--- config.mk ---
export PLATFORM = sky130hd
export DESIGN_NAME = xml_text_escaper_flat
export DESIGN_NICKNAME = d
export VERILOG_FILES = /design/src/rtl/xte_pkg.sv /design/src/rtl/xte_if.sv /design/src/rtl/xml_text_escaper.sv /design/src/rtl/xte_lookup.sv /design/src/rtl/xte_length.sv /design/src/rtl/xte_emitter.sv /design/src/flat_wrapper.sv
export VERILOG_INCLUDE_DIRS = /design/src /design/src/rtl
export SDC_FILE = /design/constraint.sdc
export NUM_CORES = 1
export LEC_CHECK = 0
export BUFFER_PORTS_ARGS = -buffer_cell sky130_fd_sc_hd__buf_2
export CAP_MARGIN = 20
export CELL_PAD_IN_SITES_DETAIL_PLACEMENT = 0
export CELL_PAD_IN_SITES_GLOBAL_PLACEMENT = 1
export CORE_ASPECT_RATIO = 0.9
export CORE_MARGIN = 5
export CORE_UTILIZATION = 45
export DETAILED_ROUTE_END_ITERATION = 10
export PLACE_DENSITY = 0.73
export SYNTH_ARGS = -nofsm -noshare
export SYNTH_HDL_FRONTEND = slang
export SYNTH_SLANG_ARGS = --single-unit
export TNS_END_PERCENT = 5
--- constraint.sdc ---
create_clock -name clk -period 3.1 [get_ports clk]
set_input_delay 0.155 -clock clk [delete_from_list [all_inputs] [get_ports clk]]
set_output_delay 0.155 -clock clk [all_outputs]
set_load 0.02 [all_outputs]
--- src/rtl/xml_text_escaper_macros.svh ---
// ----------------------------------------------------------------------------
// xml_text_escaper_macros.svh
// Assertion macros used by the escaper top level.
// ----------------------------------------------------------------------------
`ifndef XML_TEXT_ESCAPER_MACROS_SVH
`define XML_TEXT_ESCAPER_MACROS_SVH

`ifndef SYNTHESIS

// same-cycle implication, sampled on clk, off during reset
`define XTE_ASSERT_IMP(label, ante, cons, msg) \
    label: assert property (@(posedge clk) disable iff (!rst_n) (ante) |-> (cons)) \
        else $error(msg);

// next-cycle implication, sampled on clk, off during reset
`define XTE_ASSERT_NXT(label, ante, cons, msg) \
    label: assert property (@(posedge clk) disable iff (!rst_n) (ante) |=> (cons)) \
        else $error(msg);

`else

`define XTE_ASSERT_IMP(label, ante, cons, msg)
`define XTE_ASSERT_NXT(label, ante, cons, msg)

`endif

`endif

--- src/rtl/xte_pkg.sv ---
// ----------------------------------------------------------------------------
// xte_pkg
// Types and character constants of the XML text escaper.
// ----------------------------------------------------------------------------
`default_nettype none

package xte_pkg;

    localparam int SEQ_MAX = 6;
    localparam int CNT_W   = 3;

    localparam logic [7:0] CH_AMP   = "&";
    localparam logic [7:0] CH_LT    = "<";
    localparam logic [7:0] CH_GT    = ">";
    localparam logic [7:0] CH_QUOT  = "\"";
    localparam logic [7:0] CH_QMARK = "?";
    localparam logic [7:0] CH_SEMI  = ";";
    localparam logic [7:0] CH_A     = "a";
    localparam logic [7:0] CH_M     = "m";
    localparam logic [7:0] CH_P     = "p";
    localparam logic [7:0] CH_L     = "l";
    localparam logic [7:0] CH_G     = "g";
    localparam logic [7:0] CH_T     = "t";
    localparam logic [7:0] CH_Q     = "q";
    localparam logic [7:0] CH_U     = "u";
    localparam logic [7:0] CH_O     = "o";
    localparam logic [7:0] CTRL_END = 8'd32;

    // entry 0 is sent first
    typedef logic [SEQ_MAX-1:0][7:0] seq_bytes_t;

    typedef struct packed {
        logic [CNT_W-1:0] count;
        seq_bytes_t       bytes;
    } esc_seq_t;

    typedef struct packed {
        logic free;
        logic empty;
    } emit_status_t;

endpackage

`default_nettype wire

--- src/rtl/xte_if.sv ---
// ----------------------------------------------------------------------------
// xte_if
// Handshake channels of the escaper: text bytes in, escaped bytes out.
// ----------------------------------------------------------------------------
`default_nettype none

interface xte_in_if;
    logic       valid;
    logic       ready;
    logic [7:0] char_byte;
    logic       first_of_string;

    modport source (output valid, output char_byte, output first_of_string, input ready);
    modport sink   (input valid, input char_byte, input first_of_string, output ready);
endinterface

interface xte_out_if;
    logic       valid;
    logic       ready;
    logic [7:0] out_byte;
    logic       last_of_run;

    modport source (output valid, output out_byte, output last_of_run, input ready);
    modport sink   (input valid, input out_byte, input last_of_run, output ready);
endinterface

`default_nettype wire

--- src/rtl/xml_text_escaper.sv ---
// An accepted item is held in the input register and then loaded into the emitter, which
// presents its first output byte. Throughput: one item per cycle for plain bytes while
// dout.ready is high; an entity holds the input until its last byte is on the one-byte
// output port. Truncated bytes are discarded from the input register with no output.
// Reset (rst_n, async, active low) empties both stages and clears the output length.
// ----------------------------------------------------------------------------
// xml_text_escaper
// XML text escaper: entity substitution, control-byte masking and per-string truncation.
// ----------------------------------------------------------------------------
`default_nettype none

`include "xml_text_escaper_macros.svh"

module xml_text_escaper
    import xte_pkg::*;
#(
    parameter int BUFFER_BYTES = 1024
)
(
    input  wire logic clk,
    input  wire logic rst_n,
    xte_in_if.sink    din,
    xte_out_if.source dout
);

    logic         in_vld_reg;
    logic         in_vld_next;
    logic [7:0]   in_char_reg;
    logic         in_first_reg;
    logic         advance;
    logic         accept;
    logic         drop;
    logic         load;
    esc_seq_t     seq;
    emit_status_t status;

    // input register moves on once the emitter can take a new sequence
    assign advance   = in_vld_reg && status.free;
    assign din.ready = !in_vld_reg || advance;
    assign accept    = din.valid && din.ready;
    assign load      = advance && !drop;

    always_comb
    begin
        in_vld_next = in_vld_reg;
        if (accept)
            in_vld_next = 1'b1;
        else if (advance)
            in_vld_next = 1'b0;
    end

    always_ff @(posedge clk or negedge rst_n)
    begin
        if (!rst_n)
            in_vld_reg <= 1'b0;
        else
            in_vld_reg <= in_vld_next;
    end

    always_ff @(posedge clk)
    begin
        if (accept)
        begin
            in_char_reg  <= din.char_byte;
            in_first_reg <= din.first_of_string;
        end
    end

    xte_lookup u_lookup (
        .char_byte (in_char_reg),
        .seq       (seq)
    );

    xte_length #(
        .BUFFER_BYTES (BUFFER_BYTES)
    ) u_length (
        .clk     (clk),
        .rst_n   (rst_n),
        .advance (advance),
        .first   (in_first_reg),
        .count   (seq.count),
        .drop    (drop)
    );

    xte_emitter u_emitter (
        .clk    (clk),
        .rst_n  (rst_n),
        .load   (load),
        .seq    (seq),
        .status (status),
        .dout   (dout)
    );

    `XTE_ASSERT_NXT(a_hold_input, in_vld_reg && !advance, in_vld_reg && $stable(in_char_reg), "input item lost while emitter busy")
    `XTE_ASSERT_NXT(a_drop_no_output, advance && drop, !dout.valid, "truncated item produced output")
    `XTE_ASSERT_NXT(a_escape_stalls, load && (seq.count > CNT_W'(1)), !advance, "next item taken during an entity")
    `XTE_ASSERT_IMP(a_free_when_empty, status.empty, status.free && !dout.valid, "empty emitter not free")

endmodule

`default_nettype wire

--- src/rtl/xte_lookup.sv ---
// ----------------------------------------------------------------------------
// xte_lookup
// Maps one text byte to its escaped byte sequence and length.
// ----------------------------------------------------------------------------
`default_nettype none

module xte_lookup
    import xte_pkg::*;
(
    input  wire logic [7:0] char_byte,
    output esc_seq_t        seq
);

    always_comb
    begin
        seq.bytes = '0;
        seq.count = '0;
        priority if (char_byte == CH_AMP)
        begin
            seq.bytes[0] = CH_AMP;
            seq.bytes[1] = CH_A;
            seq.bytes[2] = CH_M;
            seq.bytes[3] = CH_P;
            seq.bytes[4] = CH_SEMI;
            seq.count    = CNT_W'(5);
        end
        else if (char_byte == CH_LT)
        begin
            seq.bytes[0] = CH_AMP;
            seq.bytes[1] = CH_L;
            seq.bytes[2] = CH_T;
            seq.bytes[3] = CH_SEMI;
            seq.count    = CNT_W'(4);
        end
        else if (char_byte == CH_GT)
        begin
            seq.bytes[0] = CH_AMP;
            seq.bytes[1] = CH_G;
            seq.bytes[2] = CH_T;
            seq.bytes[3] = CH_SEMI;
            seq.count    = CNT_W'(4);
        end
        else if (char_byte == CH_QUOT)
        begin
            seq.bytes[0] = CH_AMP;
            seq.bytes[1] = CH_Q;
            seq.bytes[2] = CH_U;
            seq.bytes[3] = CH_O;
            seq.bytes[4] = CH_T;
            seq.bytes[5] = CH_SEMI;
            seq.count    = CNT_W'(6);
        end
        else if (char_byte < CTRL_END)
        begin
            // control bytes, zero included
            seq.bytes[0] = CH_QMARK;
            seq.count    = CNT_W'(1);
        end
        else
        begin
            seq.bytes[0] = char_byte;
            seq.count    = CNT_W'(1);
        end
    end

endmodule

`default_nettype wire

--- src/rtl/xte_length.sv ---
// ----------------------------------------------------------------------------
// xte_length
// Running output length per string and the truncation decision.
// ----------------------------------------------------------------------------
`default_nettype none

module xte_length
    import xte_pkg::*;
#(
    parameter int BUFFER_BYTES = 1024
)
(
    input  wire logic             clk,
    input  wire logic             rst_n,
    input  wire logic             advance,
    input  wire logic             first,
    input  wire logic [CNT_W-1:0] count,
    output logic                  drop
);

    localparam int LW = $clog2(BUFFER_BYTES);
    localparam logic [LW-1:0] LIMIT = LW'(BUFFER_BYTES - 8);

    logic [LW-1:0] len_reg;
    logic [LW-1:0] len_next;
    logic [LW-1:0] base;

    always_comb
    begin
        base = first ? '0 : len_reg;
        drop = (base > LIMIT);
        len_next = len_reg;
        if (advance)
        begin
            // length holds once past the limit, so the rest of the string drops
            len_next = drop ? base : base + LW'(count);
        end
    end

    always_ff @(posedge clk or negedge rst_n)
    begin
        if (!rst_n)
            len_reg <= '0;
        else
            len_reg <= len_next;
    end

endmodule

`default_nettype wire

--- src/rtl/xte_emitter.sv ---
// ----------------------------------------------------------------------------
// xte_emitter
// Holds one escaped sequence and shifts it out one byte per output handshake.
// ----------------------------------------------------------------------------
`default_nettype none

module xte_emitter
    import xte_pkg::*;
(
    input  wire logic     clk,
    input  wire logic     rst_n,
    input  wire logic     load,
    input  wire esc_seq_t seq,
    output emit_status_t  status,
    xte_out_if.source     dout
);

    logic [CNT_W-1:0] count_reg;
    logic [CNT_W-1:0] count_next;
    seq_bytes_t       bytes_reg;
    seq_bytes_t       bytes_next;
    logic             pop;

    assign pop = dout.valid && dout.ready;

    assign status.empty = (count_reg == '0);
    assign status.free  = status.empty || ((count_reg == CNT_W'(1)) && dout.ready);

    always_comb
    begin
        count_next = count_reg;
        bytes_next = bytes_reg;
        if (load)
        begin
            count_next = seq.count;
            bytes_next = seq.bytes;
        end
        else if (pop)
        begin
            count_next = count_reg - CNT_W'(1);
            bytes_next = {8'h00, bytes_reg[SEQ_MAX-1:1]};
        end
    end

    always_ff @(posedge clk or negedge rst_n)
    begin
        if (!rst_n)
            count_reg <= '0;
        else
            count_reg <= count_next;
    end

    always_ff @(posedge clk)
    begin
        bytes_reg <= bytes_next;
    end

    assign dout.valid       = !status.empty;
    assign dout.out_byte    = bytes_reg[0];
    assign dout.last_of_run = (count_reg == CNT_W'(1));

endmodule

`default_nettype wire
--- src/flat_wrapper.sv ---
// flat-port wrapper written by rule: the top's interface ports become plain ports
module xml_text_escaper_flat import xte_pkg::*;
#(
    parameter int BUFFER_BYTES = 1024
)
  (clk, rst_n, din_valid, din_char_byte, din_first_of_string, din_ready, dout_valid, dout_out_byte, dout_last_of_run, dout_ready);
  xte_in_if din_i ();
  xte_out_if dout_i ();
  input  wire logic clk;
  input  wire logic rst_n;
  input wire logic [$bits(din_i.valid)-1:0] din_valid;
  input wire logic [$bits(din_i.char_byte)-1:0] din_char_byte;
  input wire logic [$bits(din_i.first_of_string)-1:0] din_first_of_string;
  output wire logic [$bits(din_i.ready)-1:0] din_ready;
  output wire logic [$bits(dout_i.valid)-1:0] dout_valid;
  output wire logic [$bits(dout_i.out_byte)-1:0] dout_out_byte;
  output wire logic [$bits(dout_i.last_of_run)-1:0] dout_last_of_run;
  input wire logic [$bits(dout_i.ready)-1:0] dout_ready;
  assign din_i.valid = din_valid;
  assign din_i.char_byte = din_char_byte;
  assign din_i.first_of_string = din_first_of_string;
  assign din_ready = din_i.ready;
  assign dout_valid = dout_i.valid;
  assign dout_out_byte = dout_i.out_byte;
  assign dout_last_of_run = dout_i.last_of_run;
  assign dout_i.ready = dout_ready;
  xml_text_escaper #(.BUFFER_BYTES(BUFFER_BYTES)) u_core (.clk(clk), .rst_n(rst_n), .din(din_i), .dout(dout_i));
endmodule
# == Word level (Yosys, flattened, before mapping) ==
# Cells that the tools add are included.
# word_totals
reg_bits,71
latchBits,0
ramBits,0
rom_bits,0
in_bits,13
wordCells,54
memories,0
# classes
add_sub_neg,2
n_mul,0
div_mod_pow,0
magnitude_cmp,2
n_eq_ne,5
shift,0
muxes,21
bitwise,0
reduce_logical,13
# ops
operator,count
$mux W48,2
$mux W32,2
$mux W40,1
$mux W38,1
$eq A8 B6 Y1 const B,4
$mux W14,2
$mux W10,2
$mux W3,6
$mux W8,2
$add A10 B3 Y10,1
$gt A10 B10 Y1 const B,1
$lt A8 B6 Y1 const B,1
$mux W6,1
$logic_and A1 B1 Y1,5
$reduce_bool A2 Y1,2
$eq A3 B1 Y1 const B,1
$logic_not A1 Y1,3
$logic_not A3 Y1,1
$sub A3 B1 Y3 const B,1
$logic_or A1 B1 Y1,2
$mux W1,2

# == Longest topological paths before layout ==
# Gate-level depths: netlist of run 1.
# depth
ltp_word,7
mapped_depth,8
mapped_depth_nobuf,8

# == By module ==
# A second synthesis of run 1 with hierarchy kept.
# unflattened
cells_unflattened,288
hier_area_um2,3865.0
# modules_own_cells
mod,instances,cells_per_inst,area_per_inst_um2
xte_emitter,1,136,2359.8
xte_length,1,75,735.7
xte_lookup,1,62,425.4
xml_text_escaper,1,15,344.1

# == Worst setup path before layout of run 1 ==
# OpenSTA, ideal clock, no wires.
# synth_path
path_kind,flip-flop to flip-flop
start,reg u_core.in_first_reg
end,reg u_core.u_emitter.bytes_reg[10] (netlist bit) (enable)
setup_ns,0.472
arrival_time_ns,2.161
t_required_ns,2.628
slack_ns,0.467
stages_incl_launch_ff,8
path_cell_list,edfxtp_1 buf_6 o21bai_4 a2111oi_4 or2_1 buf_6 buf_6 nand2_1
# synth_via
elab_chain_cells,5
# synth_lines
element,line_no,text
start: declaration,xml_text_escaper.sv:29,logic in_first_reg;
start signal: assignment,xml_text_escaper.sv:65,in_first_reg <= din.first_of_string;
$mux W10,xte_length.sv:30,base = first ? '0 : len_reg;
$gt A10 B10 Y1,xte_length.sv:31,drop = (base > LIMIT);
$logic_not A1 Y1,xml_text_escaper.sv:41,assign load = advance && !drop;
$logic_and A1 B1 Y1,xml_text_escaper.sv:41,
$reduce_bool A2 Y1 (no source line),n/a,
end signal: assignment,xte_emitter.sv:55,bytes_reg <= bytes_next;
end: declaration,xte_emitter.sv:20,seq_bytes_t bytes_reg;
# Every way passes these cells.
# A chain may end at the register's enable or synchronous reset.

# == Final worst setup path of run 1 ==
# layout_path
start,reg u_core.in_char_reg[7]
end,reg u_core.u_length.len_reg[7]
# layout_via
elab_chain_cells,7
elab_cells_between_ends,10
cone_classes,1 x add/sub; 4 x eq/ne; 5 x mux
# layout_lines
element,line_no,text
start: declaration,xml_text_escaper.sv:28,logic [7:0] in_char_reg;
start signal: assignment,xml_text_escaper.sv:64,in_char_reg <= din.char_byte;
$eq A8 B6 Y1,xte_lookup.sv:43,else if (char_byte == CH_QUOT)
$mux W3,xte_lookup.sv:43,
$mux W3,xte_lookup.sv:35,else if (char_byte == CH_GT)
$mux W3,xte_lookup.sv:27,else if (char_byte == CH_LT)
$mux W3 *,xte_lookup.sv:18,priority if (char_byte == CH_AMP)
$add A10 B3 Y10 *,xte_length.sv:36,len_next = drop ? base : base + LW'(count);
$mux W10 *,xte_length.sv:36,
end signal: assignment,xte_length.sv:45,len_reg <= len_next;
end: declaration,xte_length.sv:24,logic [LW-1:0] len_reg;
# Every way passes the cells marked *; elsewhere a longest branch is shown, timed or not.

==> results of run 1 <==
-- critical path: cells and delay by family, from the launching register on --
kind | cells | cell delay [ps]
AO/OA/AOI/OAI | 3 | 680
adder cells (fa/ha/maj) | 1 | 270
flip-flops | 1 | 460
AND/OR/NAND/NOR | 3 | 1050
-- final timing paths --
check	start	end	slack, ps	cells after the start
min in group asynchronous	rst_n	u_core.u_length.len_reg[7]	270	2
max in group asynchronous	rst_n	u_core.u_length.len_reg[0]	2570	2
min	din_char_byte[0]	u_core.in_char_reg[0]	10	1
max reg2reg	u_core.in_char_reg[7]	u_core.u_length.len_reg[7]	550	7
max	u_core.in_char_reg[7]	u_core.u_length.len_reg[7]	550	7
min reg2reg	u_core.u_emitter.bytes_reg[21]	u_core.u_emitter.bytes_reg[13]	530	1
-- placed cells by master, fill, tap and decap left out, drive strengths merged, types with 3 or more instances in the layout --
master	synthesis	final
edfxtp	40	40
buf	13	29
a21o	20	20
dfrtp	14	14
nor2	12	12
mux2	11	11
nand2	9	9
nor3	8	8
inv	7	8
ha	6	6
nand3	5	5
clkbuf	1	5
a21oi	4	4
nor3b	4	4
and3	3	3
nor2b	3	3
nand2b	3	3
nand4	3	3
mux2i	3	3
or3	3	3
xnor2	3	3
xor2	3	3
-- per-stage QoR --
stage | hold WS, ps | cells | utilization | setup slack [ps] | total power [mW]
5_1_grt | 1.73 | 305 | 0.495 | 405 | 3.05
3_3_place_gp | 80.2 | 296 | 0.475 | 639 | 2.38
6_report | 14.1 | 305 | 0.495 | 549 | 2.86
2_1_floorplan | -141 | 209 | - | 467 | 2.25
3_5_place_dp | 84.6 | 296 | 0.475 | 562 | 2.41
4_1_cts | 5.04 | 305 | 0.495 | 537 | 2.89
-- kinds of logic after synthesis --
group                    share of synthesized area
adder cells (fa/ha/maj)                     0.0348
buffers and inverters                       0.0555
XOR/XNOR                                    0.0193
flip-flops                                   0.568
AO/OA/AOI/OAI                                0.121
AND/OR/NAND/NOR                              0.140
multiplexers                                0.0619
-- final cells by class --
cell class / count / area share
Sequential cell: 54 / 0.521
Multi-Input combinational cell: 134 / 0.345
Timing Repair Buffer: 30 / 0.0572
Tap cell: 72 / 0.0303
Clock buffer: 5 / 0.0231
Clock inverter: 3 / 0.0143
Inverter: 7 / 0.00883
-- cells in the mapped netlist (all sizes together), types with 3 or more instances --
cell type	number	area (µm²)
nand3	5	25.0
nor3b	4	35.0
xor2	3	26.3
nand4	3	18.8
nand2b	3	18.8
nand2	9	33.8
mux2	11	139
edfxtp	40	1200
mux2i	3	30.0
or3	3	18.8
buf	13	121
dfrtp	14	350
nor2b	3	18.8
xnor2	3	26.3
nor2	12	45.0
inv	7	26.3
a21oi	4	20.0
a21o	20	151
and3	3	18.8
ha	6	75.1
nor3	8	40.0
-- what timing repair did --
action                                 in CTS  in global routing
endpoints found under the hold margin      14                  0
resized for setup                           0                  0
hold buffers                                1                  0
-- routing by layer --
metal	share of wire	GRT usage	wire [µm]
met1	0.52	0.196	2550
met2	0.44	0.196	2200
met3	0.028	0.0316	136
met4	0.013	0.0405	65
met5	0	0	0
-- power breakdown --
part           internal [mW]  switching, mW
Combinational          0.450          0.600
Clock                  0.241          0.240
Sequential              1.19          0.139
==> run_summary.xml, run 1 <==
<?xml version="1.0" encoding="UTF-8"?>
<metrics>
  <group name="logic_synthesis">
    <metric name="ys.warnings.count" unit="">0</metric>
    <metric name="ys_seq_area_frac" unit="">0.568</metric>
    <metric name="synth_fp_nets" unit="">229</metric>
    <metric name="synthArstFlopShare" unit="">0.259</metric>
    <metric name="synth_ff_type" unit="">sky130_fd_sc_hd__edfxtp_1</metric>
    <metric name="post_synth.cell_area_avg" unit="µm²">13.1</metric>
    <metric name="synth_area" unit="mm²">0.00273</metric>
    <metric name="synthCells" unit="">209</metric>
    <metric name="synth_enable_flop_cells" unit="">40</metric>
    <metric name="flip_flop_and_latch_count_after_synthesis" unit="">54</metric>
    <metric name="post_synth_num_cell_types" unit="">51</metric>
  </group>
  <group name="sta">
    <metric name="timing.setup.tns" unit="ps">0</metric>
    <metric name="setup_viol_count_final" unit="">0</metric>
    <metric name="skew" unit="ps">7.85</metric>
    <metric name="max_freq" unit="MHz">392</metric>
    <metric name="worstMarginPinSlew" unit="ps">636</metric>
    <metric name="timing.final.crit_period" unit="ps">2550</metric>
    <metric name="hold_violations" unit="">0</metric>
    <metric name="timing.final.crit_share" unit="">0.823</metric>
    <metric name="timing.slew.headroom" unit="">0.575</metric>
    <metric name="setup_repair_after_global_routing_missed_its_margin" unit="">false</metric>
    <metric name="report.final.slew_viol_count" unit="">0</metric>
  </group>
  <group name="status">
    <metric name="run_status" unit="">complete, no violations</metric>
  </group>
  <group name="clock_network">
    <metric name="tritoncts.num_buffers" unit="">5</metric>
    <metric name="cts_buffer_depth" unit="">2</metric>
    <metric name="h_tree_lvls" unit="">2</metric>
    <metric name="cts.clk_slew.worst_paths" unit="ps">100</metric>
    <metric name="cts_post_setup_buffers_inserted" unit="">0</metric>
    <metric name="clkSinkCount" unit="">54</metric>
    <metric name="cts_tree" unit="">built</metric>
    <metric name="clk_root_buffer_cell" unit="">sky130_fd_sc_hd__clkbuf_8</metric>
    <metric name="clock_latency_at_the_later_pin_of_the_worst_skew_pair" unit="ps">310</metric>
  </group>
  <group name="global_routing">
    <metric name="first_global_vias" unit="">1613</metric>
    <metric name="global_route_wire_length_before_repair" unit="µm">8110</metric>
    <metric name="grt.overflow.total" unit="">0</metric>
    <metric name="maximum_number_of_pins_on_one_net_before_global_route_repair" unit="">32</metric>
    <metric name="grt.total_usage" unit="">0.134</metric>
    <metric name="antenna_violations_before_repair" unit="">0</metric>
  </group>
  <group name="drt">
    <metric name="drt_wl_total" unit="µm">4940</metric>
    <metric name="remaining_drc_errors" unit="">0</metric>
    <metric name="starting_drt_drc_count" unit="">120</metric>
    <metric name="routed_wire_length_per_instance" unit="µm">16.2</metric>
    <metric name="route.detailed.vias_per_inst" unit="">5.38</metric>
    <metric name="detail-route-antenna-nets" unit="">0</metric>
    <metric name="route.vias.total" unit="">1641</metric>
    <metric name="drtPass1Iterations" unit="">4</metric>
  </group>
  <group name="job">
    <metric name="max_cap_violations" unit="">0</metric>
  </group>
  <group name="pwr">
    <metric name="cellLeakagePower" unit="nW">1.30</metric>
    <metric name="pwr_density_cell" unit="mW/mm²">962</metric>
    <metric name="max-vdd-ir-drop" unit="µV">814</metric>
  </group>
  <group name="floorplanning">
    <metric name="fp.dieW" unit="µm">92.1</metric>
    <metric name="area_of_the_core" unit="mm²">0.00601</metric>
    <metric name="die_y" unit="µm">83.9</metric>
    <metric name="io_pins" unit="">24</metric>
    <metric name="rows" unit="">27</metric>
    <metric name="floorplan.initialDensity" unit="">0.454</metric>
    <metric name="die_area" unit="mm²">0.00773</metric>
  </group>
  <group name="setup_path">
    <metric name="cell_at_the_slowest_stage_of_the_critical_path" unit="">sky130_fd_sc_hd__or4b_4</metric>
    <metric name="critical_path.endpoint_type" unit="">flip-flop</metric>
    <metric name="slowest_delay" unit="ps">570</metric>
    <metric name="timing_worst_setup_path_type" unit="">reg -&gt; reg</metric>
    <metric name="timing.critical_path.required" unit="ps">3320</metric>
    <metric name="cp.arrival" unit="ps">2770</metric>
    <metric name="critical_path_peak_fanout" unit="">6</metric>
    <metric name="start_kind" unit="">flip-flop</metric>
    <metric name="critPathMostFrequentCell" unit="">sky130_fd_sc_hd__a21o_1</metric>
    <metric name="timing.critical_path.cells" unit="">or4b_4 &gt; nor3_1 &gt; ha_1 &gt; a21o_1 &gt; a21o_1 &gt; and3_1 &gt; a311oi_1</metric>
  </group>
  <group name="final_layout">
    <metric name="multi_input_comb_area" unit="mm²">0.00103</metric>
    <metric name="fill_cells" unit="">545</metric>
    <metric name="final_net_count" unit="">252</metric>
    <metric name="antenna_cells_inserted" unit="">0</metric>
    <metric name="area.sequential" unit="mm²">0.00155</metric>
    <metric name="largest_register_ff_count" unit="">23</metric>
    <metric name="area.growth.synth_to_final" unit="%">9.03</metric>
    <metric name="drive_gt1_frac" unit="">0.236</metric>
    <metric name="layout.cell_area.non_filler" unit="mm²">0.00298</metric>
  </group>
  <group name="hold_path">
    <metric name="worst_hold_path_type" unit="">in -&gt; reg</metric>
  </group>
  <group name="placed_design">
    <metric name="detailed_place_hpwl" unit="µm">3430</metric>
    <metric name="place.gp.congestion" unit="">0.811</metric>
    <metric name="placed_area" unit="mm²">0.00286</metric>
    <metric name="placement.io_buffers" unit="">23</metric>
  </group>
</metrics>
(Power assumes the default switching activity.)
==> run 2: changes to the inputs <==
--- a/config.mk
+++ b/config.mk
@@ -12,9 +12,9 @@
 export CELL_PAD_IN_SITES_GLOBAL_PLACEMENT = 1
 export CORE_ASPECT_RATIO = 0.9
 export CORE_MARGIN = 5
-export CORE_UTILIZATION = 45
+export CORE_UTILIZATION = 44
 export DETAILED_ROUTE_END_ITERATION = 10
-export PLACE_DENSITY = 0.73
+export PLACE_DENSITY = 0.74
 export SYNTH_ARGS = -nofsm -noshare
 export SYNTH_HDL_FRONTEND = slang
 export SYNTH_SLANG_ARGS = --single-unit
==> constraint.sdc (replaced) <==
create_clock -name clk -period 2.09 [get_ports clk]
set_input_delay 0.1045 -clock clk [delete_from_list [all_inputs] [get_ports clk]]
set_output_delay 0.1045 -clock clk [all_outputs]
set_load 0.02 [all_outputs]
==> run 2 against run 1 <==
  * The run now ends with negative setup slack left
  * Maximum frequency up 12%
  * Cell area up 15%
  * Wire length up 3.8%
  * Sequential power up 47%
  * Critical path type unchanged
  * Critical endpoint unchanged
  * Power up 59%
  * Core utilization up 6.5 points
  * Sequential cell count unchanged
  * Register-to-register slack worse by 730 ps
  * Largest power group unchanged
==> run_summary.xml, run 2 (same netlist as run 1, synthesis figures left out) <==
<?xml version="1.0" encoding="UTF-8"?>
<metrics>
  <group name="final_layout">
    <metric name="layout.cell_area.non_filler" unit="mm²">0.00341</metric>
    <metric name="largest_register_ff_count" unit="">23</metric>
    <metric name="most-common-layout-cells" unit="">40 x sky130_fd_sc_hd__edfxtp_1, 34 x sky130_fd_sc_hd__buf_4, 23 x sky130_fd_sc_hd__buf_2</metric>
    <metric name="final_net_count" unit="">292</metric>
    <metric name="fin_cells" unit="">345</metric>
    <metric name="drive_gt1_frac" unit="">0.359</metric>
    <metric name="area.sequential" unit="mm²">0.00155</metric>
    <metric name="multi_input_comb_area" unit="mm²">0.00110</metric>
    <metric name="antenna_cells_inserted" unit="">0</metric>
    <metric name="layout_commonest_cell" unit="">sky130_fd_sc_hd__edfxtp_1</metric>
    <metric name="area.growth.synth_to_final" unit="%">24.8</metric>
    <metric name="fill_cells" unit="">522</metric>
  </group>
  <group name="placed_design">
    <metric name="dp.cells" unit="">322</metric>
    <metric name="detailed_place_hpwl" unit="µm">3630</metric>
    <metric name="placed_area" unit="mm²">0.00312</metric>
    <metric name="place.gp.congestion" unit="">0.796</metric>
    <metric name="placement.io_buffers" unit="">23</metric>
  </group>
  <group name="setup_path">
    <metric name="cp.buffers_inverters" unit="">0</metric>
    <metric name="timing_worst_setup_path_type" unit="">reg -&gt; reg</metric>
    <metric name="start_kind" unit="">flip-flop</metric>
    <metric name="ff_to_ff_end" unit="">u_core.u_length.len_reg[7]</metric>
    <metric name="cell_at_the_slowest_stage_of_the_critical_path" unit="">sky130_fd_sc_hd__or4b_4</metric>
    <metric name="cp.arrival" unit="ps">2490</metric>
    <metric name="slowest_delay" unit="ps">580</metric>
    <metric name="rr_worst_depth" unit="">7</metric>
    <metric name="critical_path.reg2reg.startpoint" unit="">u_core.in_char_reg[0]</metric>
    <metric name="critical_path.endpoint_type" unit="">flip-flop</metric>
    <metric name="cp_top_family" unit="">simple AND/OR/NAND/NOR gates</metric>
    <metric name="timing.critical_path.cells" unit="">or4b_4 &gt; nor3_4 &gt; ha_1 &gt; a21o_1 &gt; a21o_4 &gt; and3_4 &gt; a311oi_2</metric>
    <metric name="critical_path_peak_fanout" unit="">6</metric>
    <metric name="timing.critical_path.required" unit="ps">2310</metric>
    <metric name="flop2flop_setup_slack" unit="ps">-180</metric>
  </group>
  <group name="status">
    <metric name="run_status" unit="">finished, violations left</metric>
    <metric name="failed_checks" unit="">negative setup slack</metric>
  </group>
  <group name="sta">
    <metric name="timing.setup.tns" unit="ps">-829</metric>
    <metric name="skew" unit="ps">8.61</metric>
    <metric name="timing.final.crit_period" unit="ps">2270</metric>
    <metric name="setup_slack" unit="ps">-180</metric>
    <metric name="fin_worst_hold_slack" unit="ps">135</metric>
    <metric name="hold_violations" unit="">0</metric>
    <metric name="report.final.slew_viol_count" unit="">0</metric>
    <metric name="setup_viol_count_final" unit="">8</metric>
    <metric name="worstMarginPinSlew" unit="ps">570</metric>
    <metric name="max_freq" unit="MHz">441</metric>
    <metric name="setup_repair_after_global_routing_missed_its_margin" unit="">true</metric>
    <metric name="timing.final.crit_share" unit="">1.09</metric>
    <metric name="timing.slew.headroom" unit="">0.617</metric>
  </group>
  <group name="drt">
    <metric name="drt_wl_total" unit="µm">5130</metric>
    <metric name="route.vias.total" unit="">1801</metric>
    <metric name="detail-route-antenna-nets" unit="">0</metric>
    <metric name="remaining_drc_errors" unit="">0</metric>
    <metric name="drtPass1Iterations" unit="">4</metric>
    <metric name="routed_wire_length_per_instance" unit="µm">14.9</metric>
    <metric name="route.detailed.vias_per_inst" unit="">5.22</metric>
    <metric name="starting_drt_drc_count" unit="">126</metric>
  </group>
  <group name="global_routing">
    <metric name="global_route_wire_length_before_repair" unit="µm">8940</metric>
    <metric name="antenna_violations_before_repair" unit="">0</metric>
    <metric name="maximum_number_of_pins_on_one_net_before_global_route_repair" unit="">32</metric>
    <metric name="first_global_vias" unit="">1823</metric>
    <metric name="grt.total_usage" unit="">0.143</metric>
    <metric name="grt.overflow.total" unit="">0</metric>
  </group>
  <group name="pwr">
    <metric name="max-vdd-ir-drop" unit="µV">692</metric>
    <metric name="cellLeakagePower" unit="nW">1.51</metric>
    <metric name="pwr_density_cell" unit="mW/mm²">1330</metric>
  </group>
  <group name="job">
    <metric name="max_cap_violations" unit="">0</metric>
  </group>
  <group name="clock_network">
    <metric name="clock_latency_at_the_later_pin_of_the_worst_skew_pair" unit="ps">320</metric>
    <metric name="cts.clk_slew.worst_paths" unit="ps">100</metric>
    <metric name="clkSinkCount" unit="">54</metric>
    <metric name="cts_tree" unit="">built</metric>
    <metric name="cts_buffer_depth" unit="">2</metric>
    <metric name="h_tree_lvls" unit="">2</metric>
    <metric name="clk_root_buffer_cell" unit="">sky130_fd_sc_hd__clkbuf_8</metric>
    <metric name="tritoncts.num_buffers" unit="">5</metric>
  </group>
  <group name="hold_path">
    <metric name="whs_endpoint" unit="">u_core.in_vld_reg</metric>
    <metric name="hold_path.startpoint" unit="">dout_ready</metric>
    <metric name="worst_hold_path_type" unit="">in -&gt; reg</metric>
    <metric name="worst_hold_depth" unit="">4</metric>
  </group>
  <group name="floorplanning">
    <metric name="fp.dieW" unit="µm">93.0</metric>
    <metric name="io_pins" unit="">24</metric>
    <metric name="floorplan.initialDensity" unit="">0.449</metric>
    <metric name="die_y" unit="µm">84.7</metric>
    <metric name="die_area" unit="mm²">0.00788</metric>
    <metric name="rows" unit="">27</metric>
    <metric name="area_of_the_core" unit="mm²">0.00608</metric>
  </group>
</metrics>
[run 2: routing by layer]
layer,wire [µm],vias to the layer above,global-route usage
met5,0,-,0
met4,43,0,0.0280
met3,167,7,0.0403
met2,2380,25,0.215
met1,2540,869,0.208
li1,-,900,-
[run 2: area by class of cell]
type                    count  area share
flip-flops and latches     54       0.455
multi-input cells         134       0.324
repair buffers             70       0.153
well taps                  72      0.0264
clock buffers               5      0.0202
clock inverters             3      0.0140
inverters                   7     0.00771
[run 2: metrics by stage]
step                      setup slack (ps)  total power, mW  utilization
final                                 -180             4.54        0.560
after global placement                -163             3.77        0.513
after CTS                             -200             4.58        0.555
after floorplan                       -170             3.38            -
after global routing                  -247             4.86        0.560
after detailed placement              -212             3.81        0.513
[run 2: worst max path at each step]
stage                     startpoint  slack, ps                          to  depth (start not counted)
5_1_grt        u_core.in_char_reg[6]       -250  u_core.u_length.len_reg[7]                          7
6_report       u_core.in_char_reg[0]       -180  u_core.u_length.len_reg[7]                          7
3_3_place_gp   u_core.in_char_reg[7]       -160  u_core.u_length.len_reg[7]                          7
2_1_floorplan  u_core.in_char_reg[7]       -170  u_core.u_length.len_reg[7]                          7
4_1_cts        u_core.in_char_reg[0]       -200  u_core.u_length.len_reg[7]                          7
3_5_place_dp   u_core.in_char_reg[7]       -210  u_core.u_length.len_reg[7]                          7
[run 2: tightest hold or removal path, cell delays in order]
cell                       delay, ps
sky130_fd_sc_hd__buf_2           110
sky130_fd_sc_hd__nand2_1          50
sky130_fd_sc_hd__nand3_1         100
sky130_fd_sc_hd__nand2b_1         60
[run 2: power breakdown]
part           switching [mW]  internal, mW
clock                   0.362         0.363
combinational           0.966         0.887
sequential              0.194          1.77
total                    1.52          3.02
[run 2: what timing repair did]
action / CTS / global route
buffers inserted: 3 / 1
setup endpoints to repair: 18 / 49
hold endpoints to repair: 24 / 0
pin swaps: 2 / 3
cloned: 0 / 0
hold buffers: 11 / 0
resized for setup: 3 / 6
